--- config.mk ---
export PLATFORM = sky130hd
export DESIGN_NAME = mandelbrot_escape_time_unit
export DESIGN_NICKNAME = d
export VERILOG_FILES = /design/src/sv/mbet_pkg.sv /design/src/sv/mbet_divider.sv /design/src/sv/mandelbrot_escape_time_unit.sv
export SDC_FILE = /design/constraint.sdc
export NUM_CORES = 2
export LEC_CHECK = 0
export BUFFER_PORTS_ARGS = -buffer_cell sky130_fd_sc_hd__buf_2
export CAP_MARGIN = 15
export CORE_AREA = 5 5 369 443
export CTS_CLUSTER_DIAMETER = 100
export DETAILED_ROUTE_END_ITERATION = 7
export DIE_AREA = 0 0 374 448
export PLACE_DENSITY = 0.67
export SLEW_MARGIN = 20
export SYNTH_ARGS = -nofsm -noshare
export SYNTH_HDL_FRONTEND = slang
export SYNTH_SLANG_ARGS = --single-unit
--- constraint.sdc ---
create_clock -name clk_i -period 28.3 [get_ports clk_i]
set_clock_uncertainty 0.2 [all_clocks]
set_input_delay 2.83 -clock clk_i [delete_from_list [all_inputs] [get_ports clk_i]]
set_output_delay 2.83 -clock clk_i [all_outputs]
set_load 0.01 [all_outputs]
--- src/sv/mbet_pkg.sv ---
// Shared types, constants, microcode table and helpers of the escape-time unit.
package mbet_pkg;

  // Fixed-point and field widths
  localparam int unsigned QW      = 32;   // Q4.28 coordinate width
  localparam int unsigned FracW   = 28;   // fraction bits
  localparam int unsigned PixW    = 12;   // pixel index width
  localparam int unsigned DimW    = 13;   // image dimension width
  localparam int unsigned CntW    = 9;    // iteration count and cap width
  localparam int unsigned EscW    = 31;   // escape limit width
  localparam int unsigned OpW     = 33;   // multiplier operand width
  localparam int unsigned ProdW   = 66;   // full product width
  localparam int unsigned SqW     = 40;   // truncated square and cross term width
  localparam int unsigned SumW    = 48;   // width ahead of saturation
  localparam int unsigned DivW    = 45;   // dividend magnitude width
  localparam int unsigned DivCntW = 6;    // divider step counter width
  localparam int unsigned QuoW    = 46;   // signed quotient width

  // Configuration register indexes
  localparam int unsigned RegIdxW = 3;
  localparam logic [RegIdxW-1:0] REG_IMAGE_WIDTH  = 3'd0;
  localparam logic [RegIdxW-1:0] REG_IMAGE_HEIGHT = 3'd1;
  localparam logic [RegIdxW-1:0] REG_REAL_MIN     = 3'd2;
  localparam logic [RegIdxW-1:0] REG_REAL_MAX     = 3'd3;
  localparam logic [RegIdxW-1:0] REG_IMAG_MIN     = 3'd4;
  localparam logic [RegIdxW-1:0] REG_IMAG_MAX     = 3'd5;
  localparam logic [RegIdxW-1:0] REG_MAX_ITER     = 3'd6;
  localparam logic [RegIdxW-1:0] REG_ESCAPE_R2    = 3'd7;

  // Program steps
  localparam int unsigned StepW = 4;
  localparam logic [StepW-1:0] STEP_IDLE      = 4'd0;
  localparam logic [StepW-1:0] STEP_MAPR_MUL  = 4'd1;
  localparam logic [StepW-1:0] STEP_MAPR_DIV  = 4'd2;
  localparam logic [StepW-1:0] STEP_MAPR_WAIT = 4'd3;
  localparam logic [StepW-1:0] STEP_MAPR_ADD  = 4'd4;
  localparam logic [StepW-1:0] STEP_MAPI_DIV  = 4'd5;
  localparam logic [StepW-1:0] STEP_MAPI_WAIT = 4'd6;
  localparam logic [StepW-1:0] STEP_MAPI_ADD  = 4'd7;
  localparam logic [StepW-1:0] STEP_IT_SQI    = 4'd8;
  localparam logic [StepW-1:0] STEP_IT_CROSS  = 4'd9;
  localparam logic [StepW-1:0] STEP_IT_TEST   = 4'd10;
  localparam logic [StepW-1:0] STEP_IT_SQR    = 4'd11;
  localparam logic [StepW-1:0] STEP_DONE      = 4'd12;

  // Jump conditions
  typedef enum logic [2:0] {
    COND_ALWAYS,
    COND_IN,
    COND_DIV,
    COND_STOP,
    COND_OUT
  } cond_e;

  // Multiplier operand selection
  typedef enum logic [2:0] {
    MUL_NONE,
    MUL_MAP_R,
    MUL_MAP_I,
    MUL_ZR_ZR,
    MUL_ZI_ZI,
    MUL_ZR_ZI
  } mul_e;

  // One control word
  typedef struct packed {
    logic [StepW-1:0] next_pc;   // target when the condition holds
    cond_e            cond;
    logic             hold;      // condition false: stay (1) or fall through (0)
    mul_e             mul_sel;
    logic             z_clr;     // clear z and count
    logic             div_start;
    logic             div_imag;  // divide by image height instead of width
    logic             cr_ld;
    logic             ci_ld;
    logic             rr_ld;
    logic             ii_ld;
    logic             iter;      // test step: advance z or stop
    logic             out_ld;
  } ucode_t;

  // Divider request and response
  typedef struct packed {
    logic              start;
    logic              neg;
    logic [DivW-1:0]   mag;
    logic [DimW-1:0]   divisor;
  } div_req_t;

  typedef struct packed {
    logic                   busy;
    logic signed [QuoW-1:0] quotient;
  } div_rsp_t;

  // Build a control word
  function automatic ucode_t uw(input logic [StepW-1:0] nxt, input cond_e c,
                                input logic hld, input mul_e m);
    ucode_t w;
    w         = '0;
    w.next_pc = nxt;
    w.cond    = c;
    w.hold    = hld;
    w.mul_sel = m;
    return w;
  endfunction

  // Microcode table
  function automatic ucode_t ucode(input logic [StepW-1:0] pc);
    ucode_t w;
    w = uw(STEP_IDLE, COND_ALWAYS, 1'b0, MUL_NONE);
    unique case (pc)
      STEP_IDLE:      w = uw(STEP_MAPR_MUL, COND_IN, 1'b1, MUL_NONE);
      STEP_MAPR_MUL: begin
        w = uw(STEP_MAPR_DIV, COND_ALWAYS, 1'b0, MUL_MAP_R);
        w.z_clr = 1'b1;
      end
      STEP_MAPR_DIV: begin
        w = uw(STEP_MAPR_WAIT, COND_ALWAYS, 1'b0, MUL_NONE);
        w.div_start = 1'b1;
      end
      STEP_MAPR_WAIT: w = uw(STEP_MAPR_ADD, COND_DIV, 1'b1, MUL_NONE);
      STEP_MAPR_ADD: begin
        w = uw(STEP_MAPI_DIV, COND_ALWAYS, 1'b0, MUL_MAP_I);
        w.cr_ld = 1'b1;
      end
      STEP_MAPI_DIV: begin
        w = uw(STEP_MAPI_WAIT, COND_ALWAYS, 1'b0, MUL_NONE);
        w.div_start = 1'b1;
        w.div_imag  = 1'b1;
      end
      STEP_MAPI_WAIT: w = uw(STEP_MAPI_ADD, COND_DIV, 1'b1, MUL_NONE);
      STEP_MAPI_ADD: begin
        w = uw(STEP_IT_SQI, COND_ALWAYS, 1'b0, MUL_ZR_ZR);
        w.ci_ld = 1'b1;
      end
      STEP_IT_SQI: begin
        w = uw(STEP_IT_CROSS, COND_ALWAYS, 1'b0, MUL_ZI_ZI);
        w.rr_ld = 1'b1;
      end
      STEP_IT_CROSS: begin
        w = uw(STEP_IT_TEST, COND_ALWAYS, 1'b0, MUL_ZR_ZI);
        w.ii_ld = 1'b1;
      end
      STEP_IT_TEST: begin
        w = uw(STEP_DONE, COND_STOP, 1'b0, MUL_NONE);
        w.iter = 1'b1;
      end
      STEP_IT_SQR:    w = uw(STEP_IT_SQI, COND_ALWAYS, 1'b0, MUL_ZR_ZR);
      STEP_DONE: begin
        w = uw(STEP_IDLE, COND_OUT, 1'b1, MUL_NONE);
        w.out_ld = 1'b1;
      end
      default:        w = uw(STEP_IDLE, COND_ALWAYS, 1'b0, MUL_NONE);
    endcase
    return w;
  endfunction

  // Clamp to the signed Q4.28 range
  function automatic logic signed [QW-1:0] sat_q(input logic signed [SumW-1:0] v);
    logic signed [SumW-1:0] hi;
    logic signed [SumW-1:0] lo;
    hi = SumW'(64'sh7FFF_FFFF);
    lo = -hi - SumW'(1);
    if (v > hi) begin
      return hi[QW-1:0];
    end else if (v < lo) begin
      return lo[QW-1:0];
    end
    return v[QW-1:0];
  endfunction

endpackage

--- src/sv/mbet_divider.sv ---
// Restoring divider, one quotient bit per cycle, signed result.
module mbet_divider (
  input  logic               clk_i,
  input  logic               rst_ni,
  input  mbet_pkg::div_req_t req_i,
  output mbet_pkg::div_rsp_t rsp_o
);

  logic                         busy_q, busy_d;
  logic [mbet_pkg::DivCntW-1:0] cnt_q, cnt_d;
  logic                         neg_q, neg_d;
  logic [mbet_pkg::DimW-1:0]    den_q, den_d;
  logic [mbet_pkg::DimW-1:0]    rem_q, rem_d;
  logic [mbet_pkg::DivW-1:0]    quo_q, quo_d;
  logic [mbet_pkg::DimW:0]      trial;
  logic [mbet_pkg::DimW:0]      diff;

  // Shift in the next dividend bit and try the subtraction
  assign trial = {rem_q, quo_q[mbet_pkg::DivW-1]};
  assign diff  = trial - {1'b0, den_q};

  // Step control
  always_comb begin
    busy_d = busy_q;
    cnt_d  = cnt_q;
    neg_d  = neg_q;
    den_d  = den_q;
    rem_d  = rem_q;
    quo_d  = quo_q;
    if (req_i.start) begin
      busy_d = 1'b1;
      cnt_d  = mbet_pkg::DivCntW'(mbet_pkg::DivW - 1);
      neg_d  = req_i.neg;
      den_d  = (req_i.divisor == '0) ? mbet_pkg::DimW'(1) : req_i.divisor;
      rem_d  = '0;
      quo_d  = req_i.mag;
    end else if (busy_q) begin
      if (trial >= {1'b0, den_q}) begin
        rem_d = diff[mbet_pkg::DimW-1:0];
        quo_d = {quo_q[mbet_pkg::DivW-2:0], 1'b1};
      end else begin
        rem_d = trial[mbet_pkg::DimW-1:0];
        quo_d = {quo_q[mbet_pkg::DivW-2:0], 1'b0};
      end
      if (cnt_q == '0) begin
        busy_d = 1'b0;
      end else begin
        cnt_d = cnt_q - 1'b1;
      end
    end
  end

  // Control registers
  always_ff @(posedge clk_i or negedge rst_ni) begin
    if (!rst_ni) begin
      busy_q <= 1'b0;
      cnt_q  <= '0;
    end else begin
      busy_q <= busy_d;
      cnt_q  <= cnt_d;
    end
  end

  // Datapath registers
  always_ff @(posedge clk_i) begin
    neg_q <= neg_d;
    den_q <= den_d;
    rem_q <= rem_d;
    quo_q <= quo_d;
  end

  // Apply the sign, truncating toward zero
  assign rsp_o.busy     = busy_q;
  assign rsp_o.quotient = neg_q ? -$signed({1'b0, quo_q}) : $signed({1'b0, quo_q});

endmodule

--- src/sv/mandelbrot_escape_time_unit.sv ---
// Top level of the escape-time unit: config registers, microcode sequencer, datapath.
//
// Channel   Direction  Beat contents
// s_axis    in         tdata[11:0] pixel_x, tdata[23:12] pixel_y
// m_axis    out        tdata[8:0] iteration_count, tdata[9] reached_cap
// cfg       in         cfg_index_i register index, cfg_data_i value
//
// One pixel at a time. Each of the two axis mappings holds in a wait step on
// the bit-serial divider. Each escape iteration takes four steps through the
// single shared 33x33 multiplier, and the final test, the done step and the
// idle step follow the last iteration. Reset returns the configuration
// registers to their defaults and the program to the idle step. A new pixel
// is taken while a result still waits; the finished next result holds in the
// done step until the output register is free.
module mandelbrot_escape_time_unit #(
  parameter int unsigned MAX_ITER = 256
) (
  input  logic                          clk_i,
  input  logic                          rst_ni,
  input  logic                          s_axis_tvalid,
  output logic                          s_axis_tready,
  input  logic [23:0]                   s_axis_tdata,   // pixel_x, pixel_y
  output logic                          m_axis_tvalid,
  input  logic                          m_axis_tready,
  output logic [15:0]                   m_axis_tdata,   // iteration_count, reached_cap, zeros
  input  logic                          cfg_valid_i,
  output logic                          cfg_ready_o,
  input  logic [mbet_pkg::RegIdxW-1:0]  cfg_index_i,
  input  logic [31:0]                   cfg_data_i
);

  localparam int unsigned CW = mbet_pkg::CntW;

  // Configuration registers
  logic        [mbet_pkg::DimW-1:0] width_q, height_q;
  logic signed [mbet_pkg::QW-1:0]   real_min_q, real_max_q, imag_min_q, imag_max_q;
  logic        [CW-1:0]             max_iter_q;
  logic        [mbet_pkg::EscW-1:0] esc_q;

  // Sequencer
  logic [mbet_pkg::StepW-1:0] pc_q, pc_d;
  mbet_pkg::ucode_t           cw;
  logic                       met;

  // Datapath
  logic        [mbet_pkg::PixW-1:0]  px_q, py_q;
  logic signed [mbet_pkg::OpW-1:0]   op_a, op_b;
  logic signed [mbet_pkg::ProdW-1:0] p_q, p_d;
  logic signed [mbet_pkg::QW-1:0]    cr_q, ci_q, zr_q, zi_q;
  logic signed [mbet_pkg::SqW-1:0]   rr_q, ii_q, ri;
  logic        [mbet_pkg::SqW-1:0]   mag2;
  logic        [CW-1:0]              count_q, cap_eff;
  logic                              at_cap, escaped, stop, capped_q;
  logic                              out_valid_q, out_free;
  logic        [CW-1:0]              out_count_q;
  logic                              out_capped_q;
  logic signed [mbet_pkg::QW-1:0]    map_lo;
  mbet_pkg::div_req_t                div_req;
  mbet_pkg::div_rsp_t                div_rsp;

  assign cfg_ready_o = 1'b1;

  // Write configuration registers
  always_ff @(posedge clk_i or negedge rst_ni) begin
    if (!rst_ni) begin
      width_q    <= mbet_pkg::DimW'(640);
      height_q   <= mbet_pkg::DimW'(480);
      real_min_q <= -32'sd536870912;
      real_max_q <= 32'sd268435456;
      imag_min_q <= -32'sd402653184;
      imag_max_q <= 32'sd402653184;
      max_iter_q <= CW'(256);
      esc_q      <= mbet_pkg::EscW'(1073741824);
    end else if (cfg_valid_i) begin
      unique case (cfg_index_i)
        mbet_pkg::REG_IMAGE_WIDTH:  width_q    <= cfg_data_i[mbet_pkg::DimW-1:0];
        mbet_pkg::REG_IMAGE_HEIGHT: height_q   <= cfg_data_i[mbet_pkg::DimW-1:0];
        mbet_pkg::REG_REAL_MIN:     real_min_q <= cfg_data_i;
        mbet_pkg::REG_REAL_MAX:     real_max_q <= cfg_data_i;
        mbet_pkg::REG_IMAG_MIN:     imag_min_q <= cfg_data_i;
        mbet_pkg::REG_IMAG_MAX:     imag_max_q <= cfg_data_i;
        mbet_pkg::REG_MAX_ITER:     max_iter_q <= cfg_data_i[CW-1:0];
        mbet_pkg::REG_ESCAPE_R2:    esc_q      <= cfg_data_i[mbet_pkg::EscW-1:0];
        default: ;
      endcase
    end
  end

  // Clamp the cap to the build limit
  assign cap_eff = (32'(max_iter_q) > MAX_ITER) ? CW'(MAX_ITER) : max_iter_q;

  // Loop tests
  assign mag2    = mbet_pkg::SqW'(rr_q + ii_q);
  assign at_cap  = (count_q == cap_eff);
  assign escaped = (mag2 >= {{(mbet_pkg::SqW - mbet_pkg::EscW){1'b0}}, esc_q});
  assign stop    = at_cap || escaped;

  assign out_free = !out_valid_q || m_axis_tready;

  // Fetch the control word and resolve the jump
  always_comb begin
    cw = mbet_pkg::ucode(pc_q);
    met = 1'b0;
    unique case (cw.cond)
      mbet_pkg::COND_ALWAYS: met = 1'b1;
      mbet_pkg::COND_IN:     met = s_axis_tvalid;
      mbet_pkg::COND_DIV:    met = !div_rsp.busy;
      mbet_pkg::COND_STOP:   met = stop;
      mbet_pkg::COND_OUT:    met = out_free;
      default:               met = 1'b1;
    endcase
    if (met) begin
      pc_d = cw.next_pc;
    end else if (cw.hold) begin
      pc_d = pc_q;
    end else begin
      pc_d = pc_q + 1'b1;
    end
  end

  assign s_axis_tready = (cw.cond == mbet_pkg::COND_IN);

  // Select multiplier operands
  always_comb begin
    op_a = '0;
    op_b = '0;
    unique case (cw.mul_sel)
      mbet_pkg::MUL_NONE: ;
      mbet_pkg::MUL_MAP_R: begin
        op_a = mbet_pkg::OpW'(real_max_q) - mbet_pkg::OpW'(real_min_q);
        op_b = $signed({{(mbet_pkg::OpW - mbet_pkg::PixW){1'b0}}, px_q});
      end
      mbet_pkg::MUL_MAP_I: begin
        op_a = mbet_pkg::OpW'(imag_min_q) - mbet_pkg::OpW'(imag_max_q);
        op_b = $signed({{(mbet_pkg::OpW - mbet_pkg::PixW){1'b0}}, py_q});
      end
      mbet_pkg::MUL_ZR_ZR: begin
        op_a = mbet_pkg::OpW'(zr_q);
        op_b = mbet_pkg::OpW'(zr_q);
      end
      mbet_pkg::MUL_ZI_ZI: begin
        op_a = mbet_pkg::OpW'(zi_q);
        op_b = mbet_pkg::OpW'(zi_q);
      end
      mbet_pkg::MUL_ZR_ZI: begin
        op_a = mbet_pkg::OpW'(zr_q);
        op_b = mbet_pkg::OpW'(zi_q);
      end
      default: ;
    endcase
  end

  assign p_d = op_a * op_b;

  // Divider request from the registered mapping product
  assign div_req.start   = cw.div_start;
  assign div_req.neg     = p_q[mbet_pkg::ProdW-1];
  assign div_req.mag     = p_q[mbet_pkg::ProdW-1] ? mbet_pkg::DivW'(-p_q)
                                                  : mbet_pkg::DivW'(p_q);
  assign div_req.divisor = cw.div_imag ? height_q : width_q;

  mbet_divider u_div (
    .clk_i  (clk_i),
    .rst_ni (rst_ni),
    .req_i  (div_req),
    .rsp_o  (div_rsp)
  );

  assign map_lo = cw.ci_ld ? imag_max_q : real_min_q;
  assign ri     = mbet_pkg::SqW'(p_q >>> (mbet_pkg::FracW - 1));

  // Advance the sequencer and the output slot
  always_ff @(posedge clk_i or negedge rst_ni) begin
    if (!rst_ni) begin
      pc_q        <= mbet_pkg::STEP_IDLE;
      out_valid_q <= 1'b0;
    end else begin
      pc_q <= pc_d;
      if (cw.out_ld && met) begin
        out_valid_q <= 1'b1;
      end else if (m_axis_tready) begin
        out_valid_q <= 1'b0;
      end
    end
  end

  // Datapath registers
  always_ff @(posedge clk_i) begin
    if (s_axis_tvalid && s_axis_tready) begin
      px_q <= s_axis_tdata[mbet_pkg::PixW-1:0];
      py_q <= s_axis_tdata[2*mbet_pkg::PixW-1:mbet_pkg::PixW];
    end
    if (cw.mul_sel != mbet_pkg::MUL_NONE) begin
      p_q <= p_d;
    end
    if (cw.cr_ld || cw.ci_ld) begin
      if (cw.cr_ld) begin
        cr_q <= mbet_pkg::sat_q(mbet_pkg::SumW'(map_lo) + mbet_pkg::SumW'(div_rsp.quotient));
      end else begin
        ci_q <= mbet_pkg::sat_q(mbet_pkg::SumW'(map_lo) + mbet_pkg::SumW'(div_rsp.quotient));
      end
    end
    if (cw.rr_ld) begin
      rr_q <= mbet_pkg::SqW'(p_q >>> mbet_pkg::FracW);
    end
    if (cw.ii_ld) begin
      ii_q <= mbet_pkg::SqW'(p_q >>> mbet_pkg::FracW);
    end
    if (cw.z_clr) begin
      zr_q    <= '0;
      zi_q    <= '0;
      count_q <= '0;
    end else if (cw.iter) begin
      capped_q <= at_cap;
      if (!stop) begin
        zr_q    <= mbet_pkg::sat_q(mbet_pkg::SumW'(rr_q) - mbet_pkg::SumW'(ii_q)
                                   + mbet_pkg::SumW'(cr_q));
        zi_q    <= mbet_pkg::sat_q(mbet_pkg::SumW'(ri) + mbet_pkg::SumW'(ci_q));
        count_q <= count_q + 1'b1;
      end
    end
    if (cw.out_ld && met) begin
      out_count_q  <= count_q;
      out_capped_q <= capped_q;
    end
  end

  assign m_axis_tvalid = out_valid_q;
  assign m_axis_tdata  = {{(16 - CW - 1){1'b0}}, out_capped_q, out_count_q};

  // Checks
  a_div_busy_in_wait: assert property (@(posedge clk_i) disable iff (!rst_ni)
    div_rsp.busy |-> (pc_q == mbet_pkg::STEP_MAPR_WAIT || pc_q == mbet_pkg::STEP_MAPI_WAIT))
    else $error("divider busy outside a wait step");

  a_count_within_cap: assert property (@(posedge clk_i) disable iff (!rst_ni)
    (pc_q == mbet_pkg::STEP_IT_TEST) |-> (count_q <= cap_eff))
    else $error("iteration count passed the cap");

  a_accept_starts_map: assert property (@(posedge clk_i) disable iff (!rst_ni)
    (s_axis_tvalid && s_axis_tready) |=> (pc_q == mbet_pkg::STEP_MAPR_MUL))
    else $error("accepted pixel did not start the mapping");

  a_load_only_when_free: assert property (@(posedge clk_i) disable iff (!rst_ni)
    (pc_q == mbet_pkg::STEP_DONE && out_valid_q && !m_axis_tready)
      |=> (pc_q == mbet_pkg::STEP_DONE))
    else $error("result left the done step while the output was occupied");

endmodule
After elaboration in Yosys (flattened, before gate mapping)
Memories as Yosys holds them, arrays and structs flattened. Index checks and enable logic that the tools add are counted.

Magnitude comparators: 9. Multiplexer cells: 48. Equal/unequal tests: 19. Bitwise operators: 3. $add $sub $neg: 13. Reductions and logical operators: 28. $mul: 1.

Operator list (number): 32-bit 2-to-1 mux (11); 33-bit case mux with 4 select lines (2); 45-bit 2-to-1 mux (3); 39-bit by 32-bit adder with 40-bit output (2); 40-bit by 32-bit > comparator with 1-bit output, second input constant (2); 40-bit by 32-bit < comparator with 1-bit output, second input constant (2); 33-bit by 33-bit multiplier with 66-bit output (1); 32-bit by 32-bit subtractor with 33-bit output (2); 32-bit by 46-bit adder with 47-bit output (1); 47-bit by 32-bit > comparator with 1-bit output, second input constant (1); 47-bit by 32-bit < comparator with 1-bit output, second input constant (1); 46-bit 2-to-1 mux (1); 45-bit negator with 46-bit output (1); 45-bit negator (1); 40-bit by 31-bit >= comparator with 1-bit output (1); 38-bit by 38-bit adder with 39-bit output (1); 38-bit by 38-bit subtractor with 39-bit output (1); 13-bit 2-to-1 mux (2); 2-bit AND reduction (13); 1-bit 2-to-1 mux (22); 3-bit equality test, second input constant (7); 3-bit by 2-bit equality test with 1-bit output, second input constant (6); 6-bit 2-to-1 mux (3); 14-bit by 13-bit >= comparator with 1-bit output (1); other kinds (22) (33).

Memories: 1. Memory bits (read-only): 320. Output and inout bits: 19. Register bits after elaboration: 592.

Memories: (name not given) (words 16, bits a word 20, rd ports 1, clocked after memory_dff 0, write ports 0, RTL line mbet_pkg.sv:111) `unique case (pc)`.

Logic depth before layout (Yosys ltp)
Depth after elaboration: 9. Depth in mapped cells: 44. Mapped depth without buffers: 42.

Hierarchy
Synthesis repeated with hierarchy kept, for this count alone.

Cell total of the unflattened synthesis: 8645. Area, all modules: 79286.0 µm².

By module, submodules not included: mandelbrot_escape_time_unit (cells an instance 8174, instances 1, area each 74272.5 µm²); mbet_divider (cells an instance 471, instances 1, area each 5013.6 µm²).

Least setup slack after synthesis
Ideal clock, no wire load.

Kind: flip-flop to flip-flop. From: reg imag_max_q[0] (netlist name). To: reg p_q[63] (netlist name) (data pin). Data arrival time: 10463 ps. Setup slack: 17363 ps. Cell stages (with the launch flop): 37. Data required time: 27826 ps. Setup time: 274 ps. Buffers on the path: 1. Period minus slack after synthesis: 10937 ps. Cell sequence: dfrtp_1 ha_1 fa_1 nor2b_1 o21ai_0 a21boi_0 o21ai_0 o21a_1 o31ai_1 a21oi_1 a211oi_1 a31o_2 nand3_1 clkbuf_1 nand2_1 fa_1 inv_1 fa_1 fa_1 inv_1 fa_1 inv_1 fa_1 fa_1 fa_1 inv_1 fa_1 inv_1 ha_1 a21o_1 a21o_1 a21o_1 a21o_1 a221o_1 a21oi_1 o41ai_1 xor2_1.

Word-level cells in the longest chain between the ends: 3.

Ends and longest elaborated chain: start: declaration (RTL line mandelbrot_escape_time_unit.sv:36) `logic signed [mbet_pkg::QW-1:0] real_min_q, real_max_q, imag_min_q, imag_max_q;`; start signal: assignment (RTL line mandelbrot_escape_time_unit.sv:81) `mbet_pkg::REG_IMAG_MAX: imag_max_q <= cfg_data_i;`; 32-bit by 32-bit subtractor with 33-bit output (RTL line mandelbrot_escape_time_unit.sv:134) `op_a = mbet_pkg::OpW'(imag_min_q) - mbet_pkg::OpW'(imag_max_q);`; 33-bit case mux with 4 select lines (RTL line mandelbrot_escape_time_unit.sv:127) `unique case (cw.mul_sel)`; 33-bit by 33-bit multiplier with 66-bit output (RTL line mandelbrot_escape_time_unit.sv:153) `assign p_d = op_a * op_b;`; net p_d, one bit (RTL line mandelbrot_escape_time_unit.sv:48) `logic signed [mbet_pkg::ProdW-1:0] p_q, p_d;`; end signal: assignment (RTL line mandelbrot_escape_time_unit.sv:194) `p_q <= p_d;`; end: declaration (RTL line mandelbrot_escape_time_unit.sv:48).

The timed path passes the listed nets, and every way through them passes these cells. A chain may end at the register's enable or synchronous reset.

Final worst setup path
From: reg pc_q[2] (netlist name). To: reg p_q[62] (netlist name) (data pin).

Word-level cells in the longest chain between the ends: 5. Elaborated cells between the ends (all ways): 11. Classes of those cells: mul: 1; eq/ne: 5; mux: 2; reduce/logical: 2; memory: 1.

Ends and longest elaborated chain: start: declaration (RTL line mandelbrot_escape_time_unit.sv:41) `logic [mbet_pkg::StepW-1:0] pc_q, pc_d;`; start signal: assignment (RTL line mandelbrot_escape_time_unit.sv:175) `pc_q <= mbet_pkg::STEP_IDLE;`; start signal: assignment (RTL line mandelbrot_escape_time_unit.sv:178) `pc_q <= pc_d;`; memory read 16 x 20 bit *; 3-bit equality test or 3-bit by 2-bit equality test with 1-bit output (tied branches) (RTL line mandelbrot_escape_time_unit.sv:127); 2-bit OR reduction (no line); 33-bit case mux with 4 select lines (RTL line mandelbrot_escape_time_unit.sv:127); 33-bit by 33-bit multiplier with 66-bit output * (RTL line mandelbrot_escape_time_unit.sv:153); net p_d, one bit (RTL line mandelbrot_escape_time_unit.sv:48).

Mark *: on every way through the listed nets, which the timed path passes. The rest lies on a longest branch.

==> impl_metrics.yaml <==
cts:
  htreeDepth: 3
  cts_tree: "built"
  clkLatencyLatePin_ps: 680
  root_buffer: "clkbuf_16"
  clock_sinks: 592
  numCtsBuffers: 67
  clock_path_buffers: 3
  cts_resized: 0
  path_clk_slew_ps: 60
  cts_setup_buffers: 0
  cts_hold_buf: 0
yosys:
  synth_ff_type: "edfxtp_1"
  syn_avg_cell_area_sq_um: 9.16
  yosys_warnings: 0
  postSynthRegisterBits: 592
  synth_edf_count: 300
  synth_cell_types: 99
  ys_seq_area_share_pct: 20.2
  syn_area_sq_mm: 0.0788
  syn_inst: 8607
  async_reset_ff_share_pct: 34.8
finish:
  nets: 10268
  final_area_sq_mm: 0.0842
  synthToLayoutAreaGrowth_pct: 6.81
  layout-drive-gt1-share_pct: 7.32
die:
  die_h_microns: 448
  initial_core_util_pct: 49.8
  dieArea_sq_mm: 0.168
  rows: 160
  die_x_microns: 374
  ios: 83
  core-area_sq_mm: 0.158
min_path:
  min_from: "capped_q"
  min_to: "out_capped_q"
  hp-class: "register to register"
  hold_depth: 0
route:
  drtIter0Drc: 5695
  drc: 0
  ant_nets: 0
  dr.pass1.iters: 8
  routed_wirelength_microns: 283000
  wl_per_cell_microns: 26.5
  num_vias: 63280
  post_drt_via_cell_ratio: 5.92
worst_setup_path:
  cpPeakStageDelay_ps: 790
  start_kind: "register"
  cp.arrival_ps: 13340
  cp_common_cell: "fa_1"
  required_ps: 28620
  endpoint_kind: "register"
  cp_max_fo: 19
  reg2reg_from: "pc_q[2]"
  worst_path_max_delay_cell: "o21a_1"
  regToRegEndpoint: "p_q[62]"
  crit_type: "register to register"
  r2r_cells: 34
  rrSetupSlack_ps: 15280
placed_design:
  dp_hpwl_microns: 226000
  placed_area_sq_mm: 0.0818
  gp_congestion: 1.03
  portBuffers: 75
sta:
  finalHoldViolCount: 0
  fmax_ghz: 0.0768
  worstMarginPinSlew_ps: 1250
  whs_ps: 247
  fin_crit_sh_pct: 46.0
  setup_tns_ps: 0
  slew_viol_final: 0
  slew_headroom_pct: 16.9
  post-route-min-period_ps: 13020
  final-setup-viol-count: 0
  rsz0062_at_grt: "no"
pwr:
  pwr_density_cell_mw_per_mm2: 33.8
  irDropWorstVdd_mv: 0.0493
  p_total_mw: 2.84
  power.leakage_nw: 39.9
global_route:
  grt.overflow.total: 0
  grt_pass1_wl_microns: 418000
  grt_pass1_vias: 65712
  grt.total_usage_pct: 33.6
  grt_max_degree: 89
  antenna_found_initial: 11
run_status:
  status: "finished clean"
flow_run:
  drv_cap: 0
[cell families (layout without fill, tap and decap cells)]
kind of cell             count (synthesis)  in the layout  synth area share, %
adder cells (fa/ha/maj)               1688           1688                 38.1
XOR/XNOR                               364            364                 4.05
flip-flops                             592            592                 20.2
AO/OA/AOI/OAI                         1531           1531                 12.4
other                                    2             14              0.00953
buffers and inverters                 1934           1891                 9.28
AND/OR/NAND/NOR                       2273           2273                 12.8
multiplexers                           223            223                 3.12
[sequential cells by signal, summed over array words and instances (netlist names), 38 cells and up]
name / cells
u_div.quo_q: 45
rr_q: 38
ii_q: 38
p_q: 66
[power by group]
group / internal (mW) / switching [mW] / leakage [nW] / total (mW)
combinational: 0.328 / 0.534 / 32.8 / 0.862
clock: 0.540 / 0.408 / 1.15 / 0.949
sequential: 0.985 / 0.0467 / 5.97 / 1.03
[layout make-up]
type,count,area [sq um]
Clock buffer,83,1800
Tap cell,2106,2640
Fill cell,14492,74200
Multi-Input combinational cell,6086,55900
Timing Repair Buffer,222,1490
Sequential cell,592,15900
Clock inverter,39,594
Antenna cell,7,17.5
Inverter,1547,5810
[worst max-delay path by stage]
stage,slack (ps),cells past startpoint,startpoint,endpoint
3_5_place_dp,15530,36,pc_q[2],p_q[62]
2_1_floorplan,17360,36,imag_max_q[0],p_q[63]
4_1_cts,15470,36,pc_q[2],p_q[62]
5_1_grt,14850,36,pc_q[2],p_q[62]
6_report,15280,34,pc_q[2],p_q[62]
3_3_place_gp,15850,36,pc_q[2],p_q[62]
[worst max-delay path, delay by kind of cell, from the launching register on]
kind                     cells  cell delay (ps)
adder cells (fa/ha/maj)     10             4980
AND/OR/NAND/NOR              5             1330
AO/OA/AOI/OAI               13             4610
buffers and inverters        6              960
flip-flops                   1              750
[synthesized netlist by cell type, types with 86 or more instances]
library cell	count	area, sq um
inv_1	1545	5800
fa_1	1190	23800
nand2_1	1044	3920
nor2_1	597	2240
ha_1	498	6230
a21oi_1	397	1990
o21ai_0	383	1920
clkbuf_1	352	1320
edfxtp_1	300	9010
xnor2_1	225	1970
dfrtp_1	188	4700
mux2_2	182	2050
a21o_1	157	1180
xor2_1	139	1220
and2_1	117	732
nand3_1	92	460
dfxtp_1	86	1720
[cell usage in the layout (no fill, tap or decap), drive strengths merged, types with 60 or more instances in the layout]
cell / count
inv: 1552
xnor2: 225
nor2: 598
dfrtp: 188
ha: 498
nand2b: 69
a21oi: 397
nor2b: 60
nand3: 92
clkbuf: 84
edfxtp: 300
o21a: 66
nor3: 71
buf: 221
fa: 1190
a21o: 157
nand2: 1044
mux2: 183
xor2: 139
dfxtp: 86
o21ai: 410
and2: 118
[per-layer routing]
metal	vias to the layer above	wire, microns	global-route usage [%]
met4	4	28900	26.8
met5	-	27	0
met2	3048	130000	54.4
li1	27550	-	-
met1	31703	102000	39.6
met3	975	22500	5.98
[through the flow]
stage          setup slack [ps]  util (%)  cells
3_5_place_dp              15530      51.6  10553
3_3_place_gp              15850      51.6  10553
2_1_floorplan             17360         -   8612
4_1_cts                   15470      53.1  10675
5_1_grt                   14850      53.2  10677
6_report                  15280      53.2  10682
Power figures use the tool's default switching activity.
